### config.mk
export PLATFORM = sky130hd
export DESIGN_NAME = mlsc_queue
export DESIGN_NICKNAME = d
export VERILOG_FILES = /design/src/rtl/core/mlsc_pkg.sv /design/src/rtl/core/mlsc_queue.sv
export SDC_FILE = /design/constraint.sdc
export NUM_CORES = 1
export LEC_CHECK = 0
export BUFFER_PORTS_ARGS = -buffer_cell sky130_fd_sc_hd__buf_2
export CORE_ASPECT_RATIO = 1.75
export CORE_MARGIN = 3
export CORE_UTILIZATION = 40
export CTS_CLUSTER_SIZE = 14
export DETAILED_ROUTE_END_ITERATION = 10
export GPL_TIMING_DRIVEN = 0
export PLACE_DENSITY_LB_ADDON = 0.08
export SLEW_MARGIN = 20
export SYNTH_ARGS = -nofsm -noshare
export SYNTH_HDL_FRONTEND = slang
export SYNTH_SLANG_ARGS = --single-unit
### constraint.sdc
create_clock -name clk -period 3.6 [get_ports clk]
set_clock_uncertainty 0.05 [all_clocks]
set_input_delay 0.72 -clock clk [delete_from_list [all_inputs] [get_ports clk]]
set_output_delay 0.72 -clock clk [all_outputs]
set_load 0.02 [all_outputs]
### src/rtl/core/mlsc_pkg.sv
// ============================================================================
// mlsc_pkg
// shared types, constants and helpers of the perceptron classifier
// ============================================================================
`default_nettype none

package mlsc_pkg;

    // input item kinds, carried on s_axis_tuser
    typedef enum logic
    {
        OP_FEATURE = 1'b0,
        OP_TABLE   = 1'b1
    } op_t;

    // kinds of queue entries handed from front to back
    typedef enum logic
    {
        KIND_SAMPLE = 1'b0,
        KIND_TABLE  = 1'b1
    } entry_kind_t;

    // configuration register indexes
    localparam logic [1:0] REG_HIDDEN0 = 2'd0;
    localparam logic [1:0] REG_HIDDEN1 = 2'd1;
    localparam logic [1:0] REG_OUTPUT  = 2'd2;
    localparam logic [1:0] REG_BATCH   = 2'd3;

    localparam int FEATURES_DEFAULT = 7;
    localparam int SUM_W            = 19;
    localparam int PROD_W           = 17;
    localparam int QUEUE_DEPTH      = 4;
    localparam int QPTR_W           = $clog2(QUEUE_DEPTH);
    localparam int QCNT_W           = $clog2(QUEUE_DEPTH + 1);

    typedef struct packed
    {
        entry_kind_t              kind;
        logic signed [SUM_W-1:0]  sum_a;
        logic signed [SUM_W-1:0]  sum_b;
        logic                     last;
        logic [7:0]               tbl_index;
        logic [7:0]               tbl_value;
    } queue_entry_t;

    // signed byte k of a packed coefficient word
    function automatic logic signed [7:0] coeff_byte(input logic [63:0] w,
                                                     input logic [2:0]  k);
        coeff_byte = $signed(w[{k, 3'b000} +: 8]);
    endfunction

    // bias * 255 as (b << 8) - b
    function automatic logic signed [SUM_W-1:0] scale255(input logic signed [7:0] b);
        logic signed [SUM_W-1:0] x;
        x = {{(SUM_W-8){b[7]}}, b};
        scale255 = (x <<< 8) - x;
    endfunction

    // floor(sum / 32) + 128, clamped to 0..255
    function automatic logic [7:0] act_index(input logic signed [SUM_W-1:0] s);
        logic signed [SUM_W-5:0] q;
        q = $signed({s[SUM_W-1], s[SUM_W-1:5]}) + $signed((SUM_W-4)'(128));
        if (q < $signed((SUM_W-4)'(0)))
        begin
            act_index = 8'd0;
        end
        else if (q > $signed((SUM_W-4)'(255)))
        begin
            act_index = 8'd255;
        end
        else
        begin
            act_index = q[7:0];
        end
    endfunction

endpackage

`default_nettype wire

### src/rtl/core/mlsc_queue.sv
// ============================================================================
// mlsc_queue
// short first-in first-out queue between front and back
// ============================================================================
`default_nettype none

module mlsc_queue (
    input  wire logic                   clk,
    input  wire logic                   rst_n,
    input  wire logic                   push,
    input  wire mlsc_pkg::queue_entry_t push_entry,
    input  wire logic                   pop,
    output      mlsc_pkg::queue_entry_t head,
    output      logic                   full,
    output      logic                   empty
);
    import mlsc_pkg::*;

    queue_entry_t        entry_reg [QUEUE_DEPTH];
    logic [QPTR_W-1:0]   wr_ptr_reg, rd_ptr_reg;
    logic [QCNT_W-1:0]   count_reg, count_next;

    assign full  = (count_reg == QCNT_W'(QUEUE_DEPTH));
    assign empty = (count_reg == '0);
    assign head  = entry_reg[rd_ptr_reg];

    always_comb
    begin
        count_next = count_reg;
        if (push && !pop)
        begin
            count_next = count_reg + 1'b1;
        end
        else if (pop && !push)
        begin
            count_next = count_reg - 1'b1;
        end
    end

    always_ff @(posedge clk)
    begin
        if (push)
        begin
            entry_reg[wr_ptr_reg] <= push_entry;
        end
    end

    always_ff @(posedge clk or negedge rst_n)
    begin
        if (!rst_n)
        begin
            wr_ptr_reg <= '0;
            rd_ptr_reg <= '0;
            count_reg  <= '0;
        end
        else
        begin
            if (push)
            begin
                wr_ptr_reg <= wr_ptr_reg + 1'b1;
            end
            if (pop)
            begin
                rd_ptr_reg <= rd_ptr_reg + 1'b1;
            end
            count_reg <= count_next;
        end
    end

`ifndef SYNTH
    a_no_overflow: assert property (@(posedge clk) disable iff (!rst_n)
        !(push && full))
        else $error("push into full queue");
    a_no_underflow: assert property (@(posedge clk) disable iff (!rst_n)
        !(pop && empty))
        else $error("pop from empty queue");
    a_count_bound: assert property (@(posedge clk) disable iff (!rst_n)
        count_reg <= QCNT_W'(QUEUE_DEPTH))
        else $error("queue count out of range");
`endif

endmodule

`default_nettype wire

==> results by group <==
Die
  – Initial core utilization: 0.412
  – Cell row count: 69
  – Die height: 199 um
  – Core area: 0.0206 mm2
  – Die Area: 0.0231 mm2
  – Ports: 118
  – DIE WIDTH: 116 um

Global route
  – GRT Overall Usage: 0.142
  – Wire length of the first global-routing pass: 24.5 mm
  – Vias in the first global route: 4320
  – Largest net degree at the start of global routing: 34
  – Initial antenna violation count: 1
  – Grt total ovfl: 0

STA
  – Final setup viols: 0
  – Slew Limit Fails: 0
  – Post-route minimum period: 2.80 ns
  – Slew headroom: 0.520
  – FMAX: 357 MHz
  – Tcrit/Tclk final: 0.778
  – Worst-Margin Slew: 0.719 ns
  – RSZ-0062 raised after global routing: false
  – Fin. Hold Viols: 0
  – Setup TNS: 0 ns

Routing
  – Top routing layer in use: met5
  – Metal-1 WL: 5.83 mm
  – Vias per cell: 5.12
  – Routed WL: 16.0 mm
  – Drt pass-1 iters: 4
  – Wirelength per Cell: 21.8 um
  – DRC viols: 0
  – DRT antenna net count: 0
  – Initial drt markers: 163
  – Met2 routed wirelength: 8.88 mm
  – Total number of vias: 3754
  – DR WL met3: 921 um

Power
  – Power per cell area: 838 mW/mm2
  – Final total power: 8470 uW
  – P_leak: 0.00348 uW
  – Peak supply drop: 0.000499 V

Clock tree
  – Skew-Pair Late Insertion Delay: 0.49 ns
  – CTS max path bufs: 3
  – Clock transition at the registers of the reported paths: 0.07 ns
  – Root Driver: clkbuf_16
  – CTS tree: yes
  – Post-CTS Hold Fix Bufs: 1
  – Post-CTS Resized: 0
  – Num CTS Buffers: 21
  – Setup Buffers After CTS: 0
  – # H-tree levels: 1
  – Clk sinks: 231

Critical path
  – Worst R2R Setup Slack: 1.85 ns
  – Crit. End Element: output pin
  – Crit path max-delay family: buffers and inverters
  – Critical Path RT: 2.83 ns
  – Worst r2r path cells: 4
  – WP data arrival: 2.03 ns
  – Most frequent CP cell: buf_2
  – WP buf/inv: 3
  – FF-to-FF End: entry_reg[2][13]$_DFFE_PP_
  – CP max stage delay: 0.38 ns
  – Critical path's slowest cell: mux4_2
  – Worst setup SP type: flip-flop
  – Crit path cell chain: buf_2 > buf_2 > mux4_2 > buf_2
  – Worst setup path category: reg -> out
  – R2R Path Start: wr_ptr_reg[0]$_DFFE_PN0P_
  – Worst-path fanout max: 10

Layout
  – Synthesis-to-layout area growth: 18.9%
  – Final non-filler cell total: 733
  – Fin util: 0.490
  – Max FFs per register: 224
  – Share of cells above drive strength 1: 0.454
  – Nets: 538
  – Final Cell Area: 0.0101 mm2
  – Antenna diode count: 0

Synth
  – Syn avg cell area: 26.0 um2
  – Post-synthesis cell area: 0.00850 mm2
  – Ys flop type: edfxtp_1
  – Largest cells by area after synthesis: edfxtp_1 79%, mux4_2 15%, dfrtp_1 2.1%
  – Yosys cell types: 20
  – Cell with the most instances after synthesis: edfxtp_1
  – Yosys top cell area share: 0.791
  – Yosys Warn Count: 0
  – Net Count, Synth: 393
  – Commonest cells post-synth: 224 x edfxtp_1, 56 x mux4_2, 7 x dfrtp_1
  – Area leader, netlist: edfxtp_1
  – Post-synthesis sequential area ratio: 0.812
  – Number of synthesized flops with an enable pin: 224
  – #FFs+latches synth: 231
  – Post-Syn Instances: 327
  – Ys async rst share: 0.0303

Placement
  – DP Area: 0.00949 mm2
  – Post-Place Cells: 696
  – Final Wtd Congestion: 0.661
  – IO buf count: 117
  – Final HPWL DP: 9.70 mm

Min path
  – Worst hold path class: in -> reg
  – Hold Crit Endpoint: entry_reg[3][3]$_DFFE_PP_
  – Hold path depth: 1
  – Worst Min Path Start: push_entry[3]

Run status
  – Status: finished, final reports clean

Flow run
  – Max-Cap Viols: 0
[how the worst max path moves through the flow]
stage          slack [ns]  cells past startpoint                         end                 startpoint
2_1_floorplan        1.08                      1   entry_reg[1][0]$_DFFE_PP_                       push
3_3_place_gp        -0.23                      2  entry_reg[0][22]$_DFFE_PP_                       push
3_5_place_dp         1.25                      3                    head[48]  rd_ptr_reg[1]$_DFFE_PN0P_
4_1_cts              0.71                      3                    head[48]  rd_ptr_reg[1]$_DFFE_PN0P_
5_1_grt              0.67                      4                     head[6]  rd_ptr_reg[1]$_DFFE_PN0P_
6_report             0.80                      4                     head[6]  rd_ptr_reg[1]$_DFFE_PN0P_
[cells in the final DEF, fill, tap and decap left out, types with 2 or more instances in the layout]
cell,count
and2_4,4
buf_12,7
buf_2,121
buf_4,3
clkbuf_1,10
clkbuf_16,21
clkbuf_8,2
clkinv_2,3
dfrtp_1,7
edfxtp_1,224
ha_1,5
inv_1,4
mux4_2,56
nand2_1,2
xnor2_1,2
xor2_1,4
[area by class of cell]
class	count	area, um2
Buffer	13	121
Clock buffer	31	583
Clock inverter	5	27.5
Fill cell	1680	10500
Inverter	4	15.0
Multi-Input combinational cell	79	1470
Sequential cell	231	6900
Tap cell	248	310
Timing Repair Buffer	122	676
[power breakdown]
group	total, uW	internal [uW]	switching (uW)
clock network	2020	1120	903
registers	3640	3520	121
logic	2810	1180	1630
total	8470	5820	2650
[logic make-up (layout without fill, tap and decap cells)]
kind of cell | after synthesis | count (layout) | synth area share
buf+inv | 17 | 175 | 0.0160
mux | 57 | 57 | 0.150
compound gates | 1 | 1 | 0.000588
fa+ha+maj | 6 | 6 | 0.00972
flops | 231 | 231 | 0.812
xor+xnor | 6 | 6 | 0.00618
simple gates | 9 | 9 | 0.00574
[through the flow]
step           hold WS (ns)  setup slack [ns]
2_1_floorplan         0.374              1.08
3_3_place_gp          0.423            -0.232
3_5_place_dp          0.447              1.25
4_1_cts               0.364             0.710
5_1_grt               0.370             0.674
6_report              0.385             0.800
[worst register-to-register path, stage by stage (launching register included)]
cell,delay [ns]
dfrtp_1,0.42
inv_1,0.10
ha_1,0.15
and2_4,0.42
buf_12,0.31
[per-layer routing]
layer / vias up / global-route usage
li1: 1674 / -
met1: 1953 / 0.163
met2: 97 / 0.261
met3: 28 / 0.0338
met4: 2 / 0.0409
met5: - / 0
No activity file was read; power rests on OpenSTA's default activity.
