File: src/rtl/core/mlsc_pkg.sv
// ============================================================================
// mlsc_pkg
// shared types, constants and helpers of the perceptron classifier
// ============================================================================
`default_nettype none

package mlsc_pkg;

    // input item kinds, carried on s_axis_tuser
    typedef enum logic
    {
        OP_FEATURE = 1'b0,
        OP_TABLE   = 1'b1
    } op_t;

    // kinds of queue entries handed from front to back
    typedef enum logic
    {
        KIND_SAMPLE = 1'b0,
        KIND_TABLE  = 1'b1
    } entry_kind_t;

    // configuration register indexes
    localparam logic [1:0] REG_HIDDEN0 = 2'd0;
    localparam logic [1:0] REG_HIDDEN1 = 2'd1;
    localparam logic [1:0] REG_OUTPUT  = 2'd2;
    localparam logic [1:0] REG_BATCH   = 2'd3;

    localparam int FEATURES_DEFAULT = 7;
    localparam int SUM_W            = 19;
    localparam int PROD_W           = 17;
    localparam int QUEUE_DEPTH      = 4;
    localparam int QPTR_W           = $clog2(QUEUE_DEPTH);
    localparam int QCNT_W           = $clog2(QUEUE_DEPTH + 1);

    typedef struct packed
    {
        entry_kind_t              kind;
        logic signed [SUM_W-1:0]  sum_a;
        logic signed [SUM_W-1:0]  sum_b;
        logic                     last;
        logic [7:0]               tbl_index;
        logic [7:0]               tbl_value;
    } queue_entry_t;

    // signed byte k of a packed coefficient word
    function automatic logic signed [7:0] coeff_byte(input logic [63:0] w,
                                                     input logic [2:0]  k);
        coeff_byte = $signed(w[{k, 3'b000} +: 8]);
    endfunction

    // bias * 255 as (b << 8) - b
    function automatic logic signed [SUM_W-1:0] scale255(input logic signed [7:0] b);
        logic signed [SUM_W-1:0] x;
        x = {{(SUM_W-8){b[7]}}, b};
        scale255 = (x <<< 8) - x;
    endfunction

    // floor(sum / 32) + 128, clamped to 0..255
    function automatic logic [7:0] act_index(input logic signed [SUM_W-1:0] s);
        logic signed [SUM_W-5:0] q;
        q = $signed({s[SUM_W-1], s[SUM_W-1:5]}) + $signed((SUM_W-4)'(128));
        if (q < $signed((SUM_W-4)'(0)))
        begin
            act_index = 8'd0;
        end
        else if (q > $signed((SUM_W-4)'(255)))
        begin
            act_index = 8'd255;
        end
        else
        begin
            act_index = q[7:0];
        end
    endfunction

endpackage

`default_nettype wire

File: src/rtl/core/mlsc_front.sv
// ============================================================================
// mlsc_front
// accepts words, accumulates both hidden neurons, queues samples and table writes
// ============================================================================
`default_nettype none

module mlsc_front #(
    parameter int FEATURES_PER_SAMPLE = mlsc_pkg::FEATURES_DEFAULT
) (
    input  wire logic                   clk,
    input  wire logic                   rst_n,
    input  wire logic                   in_valid,
    output      logic                   in_ready,
    input  wire mlsc_pkg::op_t          in_op,
    input  wire logic [7:0]             feature,
    input  wire logic [7:0]             table_index,
    input  wire logic [7:0]             table_value,
    input  wire logic [63:0]            hidden0_coeffs,
    input  wire logic [63:0]            hidden1_coeffs,
    input  wire logic [15:0]            samples_per_batch,
    input  wire logic                   q_full,
    output      logic                   q_push,
    output      mlsc_pkg::queue_entry_t q_entry
);
    import mlsc_pkg::*;

    localparam logic [2:0] LAST_POS = 3'(FEATURES_PER_SAMPLE - 1);

    logic signed [SUM_W-1:0]  sum_a_reg, sum_a_next;
    logic signed [SUM_W-1:0]  sum_b_reg, sum_b_next;
    logic [2:0]               pos_reg, pos_next;
    logic [15:0]              count_reg, count_next;
    logic                     accept, take_feature, pos_last, batch_last;
    logic [2:0]               w_sel;
    logic signed [7:0]        w_a, w_b;
    logic signed [PROD_W-1:0] prod_a, prod_b;
    logic signed [SUM_W-1:0]  base_a, base_b;

    assign in_ready     = !q_full;
    assign accept       = in_valid && in_ready;
    assign take_feature = accept && (in_op == OP_FEATURE);

    assign w_sel  = pos_reg + 3'd1;
    assign w_a    = coeff_byte(hidden0_coeffs, w_sel);
    assign w_b    = coeff_byte(hidden1_coeffs, w_sel);
    assign prod_a = $signed({1'b0, feature}) * w_a;
    assign prod_b = $signed({1'b0, feature}) * w_b;

    // a new sample starts from bias * 255
    assign base_a = (pos_reg == 3'd0) ? scale255(coeff_byte(hidden0_coeffs, 3'd0)) : sum_a_reg;
    assign base_b = (pos_reg == 3'd0) ? scale255(coeff_byte(hidden1_coeffs, 3'd0)) : sum_b_reg;

    assign sum_a_next = base_a + {{(SUM_W-PROD_W){prod_a[PROD_W-1]}}, prod_a};
    assign sum_b_next = base_b + {{(SUM_W-PROD_W){prod_b[PROD_W-1]}}, prod_b};

    assign pos_last   = (pos_reg >= LAST_POS);
    assign pos_next   = pos_last ? 3'd0 : pos_reg + 3'd1;
    assign batch_last = (count_reg == samples_per_batch - 16'd1);
    assign count_next = batch_last ? 16'd0 : count_reg + 16'd1;

    always_ff @(posedge clk or negedge rst_n)
    begin
        if (!rst_n)
        begin
            sum_a_reg <= '0;
            sum_b_reg <= '0;
            pos_reg   <= '0;
            count_reg <= '0;
        end
        else if (take_feature)
        begin
            sum_a_reg <= sum_a_next;
            sum_b_reg <= sum_b_next;
            pos_reg   <= pos_next;
            if (pos_last)
            begin
                count_reg <= count_next;
            end
        end
    end

    // table writes travel through the queue to keep order with samples
    assign q_push = accept && ((in_op == OP_TABLE) || pos_last);

    always_comb
    begin
        q_entry.kind      = (in_op == OP_TABLE) ? KIND_TABLE : KIND_SAMPLE;
        q_entry.sum_a     = sum_a_next;
        q_entry.sum_b     = sum_b_next;
        q_entry.last      = batch_last;
        q_entry.tbl_index = table_index;
        q_entry.tbl_value = table_value;
    end

`ifndef SYNTH
    a_pos_range: assert property (@(posedge clk) disable iff (!rst_n)
        pos_reg <= LAST_POS)
        else $error("feature position beyond sample length");
`endif

endmodule

`default_nettype wire

File: config.mk
export PLATFORM = sky130hd
export DESIGN_NAME = mlsc_front
export DESIGN_NICKNAME = d
export VERILOG_FILES = /design/src/rtl/core/mlsc_pkg.sv /design/src/rtl/core/mlsc_front.sv
export SDC_FILE = /design/constraint.sdc
export NUM_CORES = 1
export LEC_CHECK = 0
export ABC_CLOCK_PERIOD_IN_PS = 11100
export BUFFER_PORTS_ARGS = -buffer_cell sky130_fd_sc_hd__buf_4
export CAP_MARGIN = 25
export CELL_PAD_IN_SITES_DETAIL_PLACEMENT = 0
export CELL_PAD_IN_SITES_GLOBAL_PLACEMENT = 1
export CORE_ASPECT_RATIO = 0.8
export CORE_MARGIN = 3
export CORE_UTILIZATION = 43
export CTS_CLUSTER_SIZE = 12
export DETAILED_ROUTE_END_ITERATION = 10
export GPL_TIMING_DRIVEN = 0
export HOLD_SLACK_MARGIN = 0.05
export PLACE_DENSITY_LB_ADDON = 0.25
export RECOVER_POWER = 50
export SKIP_LAST_GASP = 1
export SLEW_MARGIN = 20
export SYNTH_ARGS = -nofsm -noshare
export SYNTH_HDL_FRONTEND = slang
export SYNTH_SLANG_ARGS = --single-unit
File: constraint.sdc
create_clock -name clk -period 11.1 [get_ports clk]
set_input_delay 1.11 -clock clk [delete_from_list [all_inputs] [get_ports clk]]
set_output_delay 1.11 -clock clk [all_outputs]
set_load 0.005 [all_outputs]
==> results.yml <==
min_path:
  min_path_cells: 2
  min_from: "sum_a_reg[0]"
  min_path_type: "reg2reg"
  hold_end: "sum_a_reg[0]"
die:
  fp.coreArea_um2: 25600
  initial_core_util_pct: 44.3
  fp-row-count: 52
  boundaryPins: 231
  die_w_um: 188
  die_y_um: 151
  die_area_um2: 28400
placed_design:
  io_buffer_count: 213
  dp_hpwl_um: 29500
  gp_congestion: 0.916
  dpl-instance-area_um2: 13400
synthesis:
  synth_compound_gate_area_share_pct: 12.5
  synth_area_um2: 11300
  synth_edf_count: 0
  synthArstFlopShare_pct: 100
  ys_dominant_reg_cell: "dfrtp_1"
  synth_cells: 1328
  ys_ff_latch: 57
  syn-num-nets: 1724
  avgSynthCellArea_um2: 8.54
  synth.area.top_cells: "ha_1, fa_1, dfrtp_1, mux4_2, nor2b_1"
  ys_seq_area_share_pct: 12.6
  ys_types: 67
  yosysTopAreaCell: "ha_1"
  yosys.area_share.simple_pct: 20.2
  synthMuxAreaShare_pct: 9.69
  synthXorXnorAreaFrac_pct: 7.95
  yosysWarnings: 0
  synth_top_area_share_pct: 16.2
  synth_adder_area_share_pct: 29.6
  synth_top_family_by_area: "adder cells"
worst_setup_path:
  r2r-end: "sum_a_reg[18]"
  cp_num_buf_inv: 11
  timing.rr.start: "pos_reg[0]"
  cp_common_cell: "inv_1"
  critPathArrivalTime_ns: 9.33
  critPathTopFamily: "adder cells"
  max_stage_delay_ns: 0.57
  cp.depth: 32
  crit_path_max_fanout: 10
  rr_worst_depth: 32
  rrSetupSlack_ns: 1.92
  worstSetupStartpointType: "flip-flop"
  slowest_stage: "fa_1"
  crit_type: "reg2out"
  crit_path_end_kind: "output port"
  worstPathRequired_ns: 9.99
cts:
  insertion_delay_ns: 0.35
  post_cts_buffers: 0
  clk_pin_slew_ns: 0.06
  cts_made_buffers: 9
  cts_buffer_depth: 2
  htree_num_levels: 3
  cts-root-buf: "clkbuf_16"
  cts.sinks: 57
  cts_tree: "yes"
global_route:
  grt_pass1_vias: 10100
  grt_max_degree: 58
  antenna_found_initial: 0
  grt_remaining_overflow: 0
  track_usage_pct: 24.9
  grt_pass1_wl_um: 55200
routing:
  drt_iter0_markers: 739
  vias: 10200
  firstDrtPassIters: 5
  wl_um: 35300
  ant_nets: 0
  drc: 0
  routed_via_density: 5.34
  avgRoutedWirePerCell_um: 18.5
layout:
  synthToLayoutAreaGrowth_pct: 20.8
  fillCellCount: 2490
  antenna_cells: 0
  final_nets: 1950
  layout-drive-gt1-share_pct: 21.0
  stdcell_area_um2: 13700
timing:
  setup_viol: 0
  drv_slew: 58
  fin_crit_ns: 10.44
  finalSetupTns_ns: 0
  worst_slew_pin_slew_ns: 3.42
  finalHoldViolations: 0
  rsz0062_at_grt: "no"
  fmax_ghz: 0.0958
  finalCritPeriodShare_pct: 94.1
  maxSlewHeadroom_pct: -128
  fin_skew_ns: 0.0103
outcome:
  violations: "max-capacitance violations, max-slew violations"
  status: "finished, violations left"
job:
  maxCapViolations: 1
-- worst max-delay path by stage --
stage / start / end / slack (ns)
2_1_floorplan: pos_reg[0] / q_entry[35] / 2.23
3_5_place_dp: pos_reg[0] / q_entry[54] / -0.04
5_1_grt: pos_reg[0] / q_entry[54] / 0.03
4_1_cts: pos_reg[0] / q_entry[35] / 0.03
6_report: pos_reg[0] / q_entry[54] / 0.66
3_3_place_gp: pos_reg[0] / q_entry[35] / 0.05
-- layout make-up --
type                       instances  area, µm²  area share (%)
multi-input combinational       1064       9090            66.3
timing repair buffer             215       1600            11.7
sequential                        57       1430            10.4
inverter                         155        583            4.25
tap                              351        439            3.20
buffer                            52        269            1.96
clock buffer                      12        256            1.87
clock inverter                     3       40.0           0.292
-- cell usage in the layout (no fill, tap or decap), types with 5 or more instances in the layout --
cell and instances:
dfrtp_1 57, inv_1 154, xor2_1 39, nand3_1 21
nor2_1 87, or2_2 6, clkbuf_4 17, a21o_1 25
and3_1 8, clkbuf_1 32, o21ai_1 5, buf_4 210
o21ai_0 55, o21a_1 14, o211ai_1 5, a21oi_1 46
mux4_2 32, mux2i_2 13, nand2b_1 43, a211oi_1 7
clkbuf_16 9, nor2b_1 98, nor4_1 5, fa_1 76
mux2i_1 7, nor3_1 14, xnor2_1 64, o21bai_1 7
nand2_1 147, mux2_2 15, ha_1 147
-- cells by family (layout without fill, tap and decap cells) --
| group | after synthesis | in the layout |
|---|---|---|
| compound gates | 212 | 212 |
| xor+xnor | 103 | 103 |
| fa+ha+maj | 223 | 223 |
| buf+inv | 207 | 437 |
| flops | 57 | 57 |
| mux | 68 | 68 |
| simple gates | 458 | 458 |
-- Yosys cell counts, types with 25 or more instances --
library cell,number
a21o_1,25
a21oi_1,46
clkbuf_1,28
dfrtp_1,57
fa_1,76
ha_1,147
inv_1,154
mux4_2,32
nand2_1,147
nand2b_1,43
nor2_1,87
nor2b_1,98
o21ai_0,55
xnor2_1,64
xor2_1,39
-- worst reg2reg max path, delay by kind of cell, from the launching register on --
kind                       cells  cell delay, ns
adders and majority gates      7            3.14
buffers and inverters         10            2.13
AOI/OAI and AO/OA              5            1.44
muxes                          3            1.12
xor gates and xnor gates       2            0.49
and+or+nand+nor                5            0.43
DFF                            1            0.35
-- per-stage QoR --
stage	hold WS (ns)	std cells	worst slack (ns)	util (%)
final	0.479	1909	0.660	53.5
after global routing	0.491	1909	0.0255	53.5
after global placement	0.461	1892	0.0491	52.2
after detailed placement	0.464	1893	-0.0419	52.3
after CTS	0.479	1908	0.0257	53.5
after floorplan	0.439	1328	2.23	-
-- routing by layer --
layer / part of all wire, % / wire [µm] / vias up / global-route usage, %
met4: 1.5 / 523 / 0 / 4.69
met1: 46 / 16100 / 4930 / 34.6
met2: 47 / 16500 / 311 / 41.2
li1: - / - / 4932 / -
met5: 0 / 0 / - / 0
met3: 6.2 / 2170 / 29 / 4.12
-- timing repair --
item,4_1_cts,5_1_grt
hold buffers,0,0
endpoints found under the setup margin,7,10
endpoints found under the hold margin,0,0
pin swaps,0,0
resized for setup,5,19
Power is left out: the tool's default activity adds up to more than one toggle a clock period on the data nets, which glitch-free logic cannot reach.
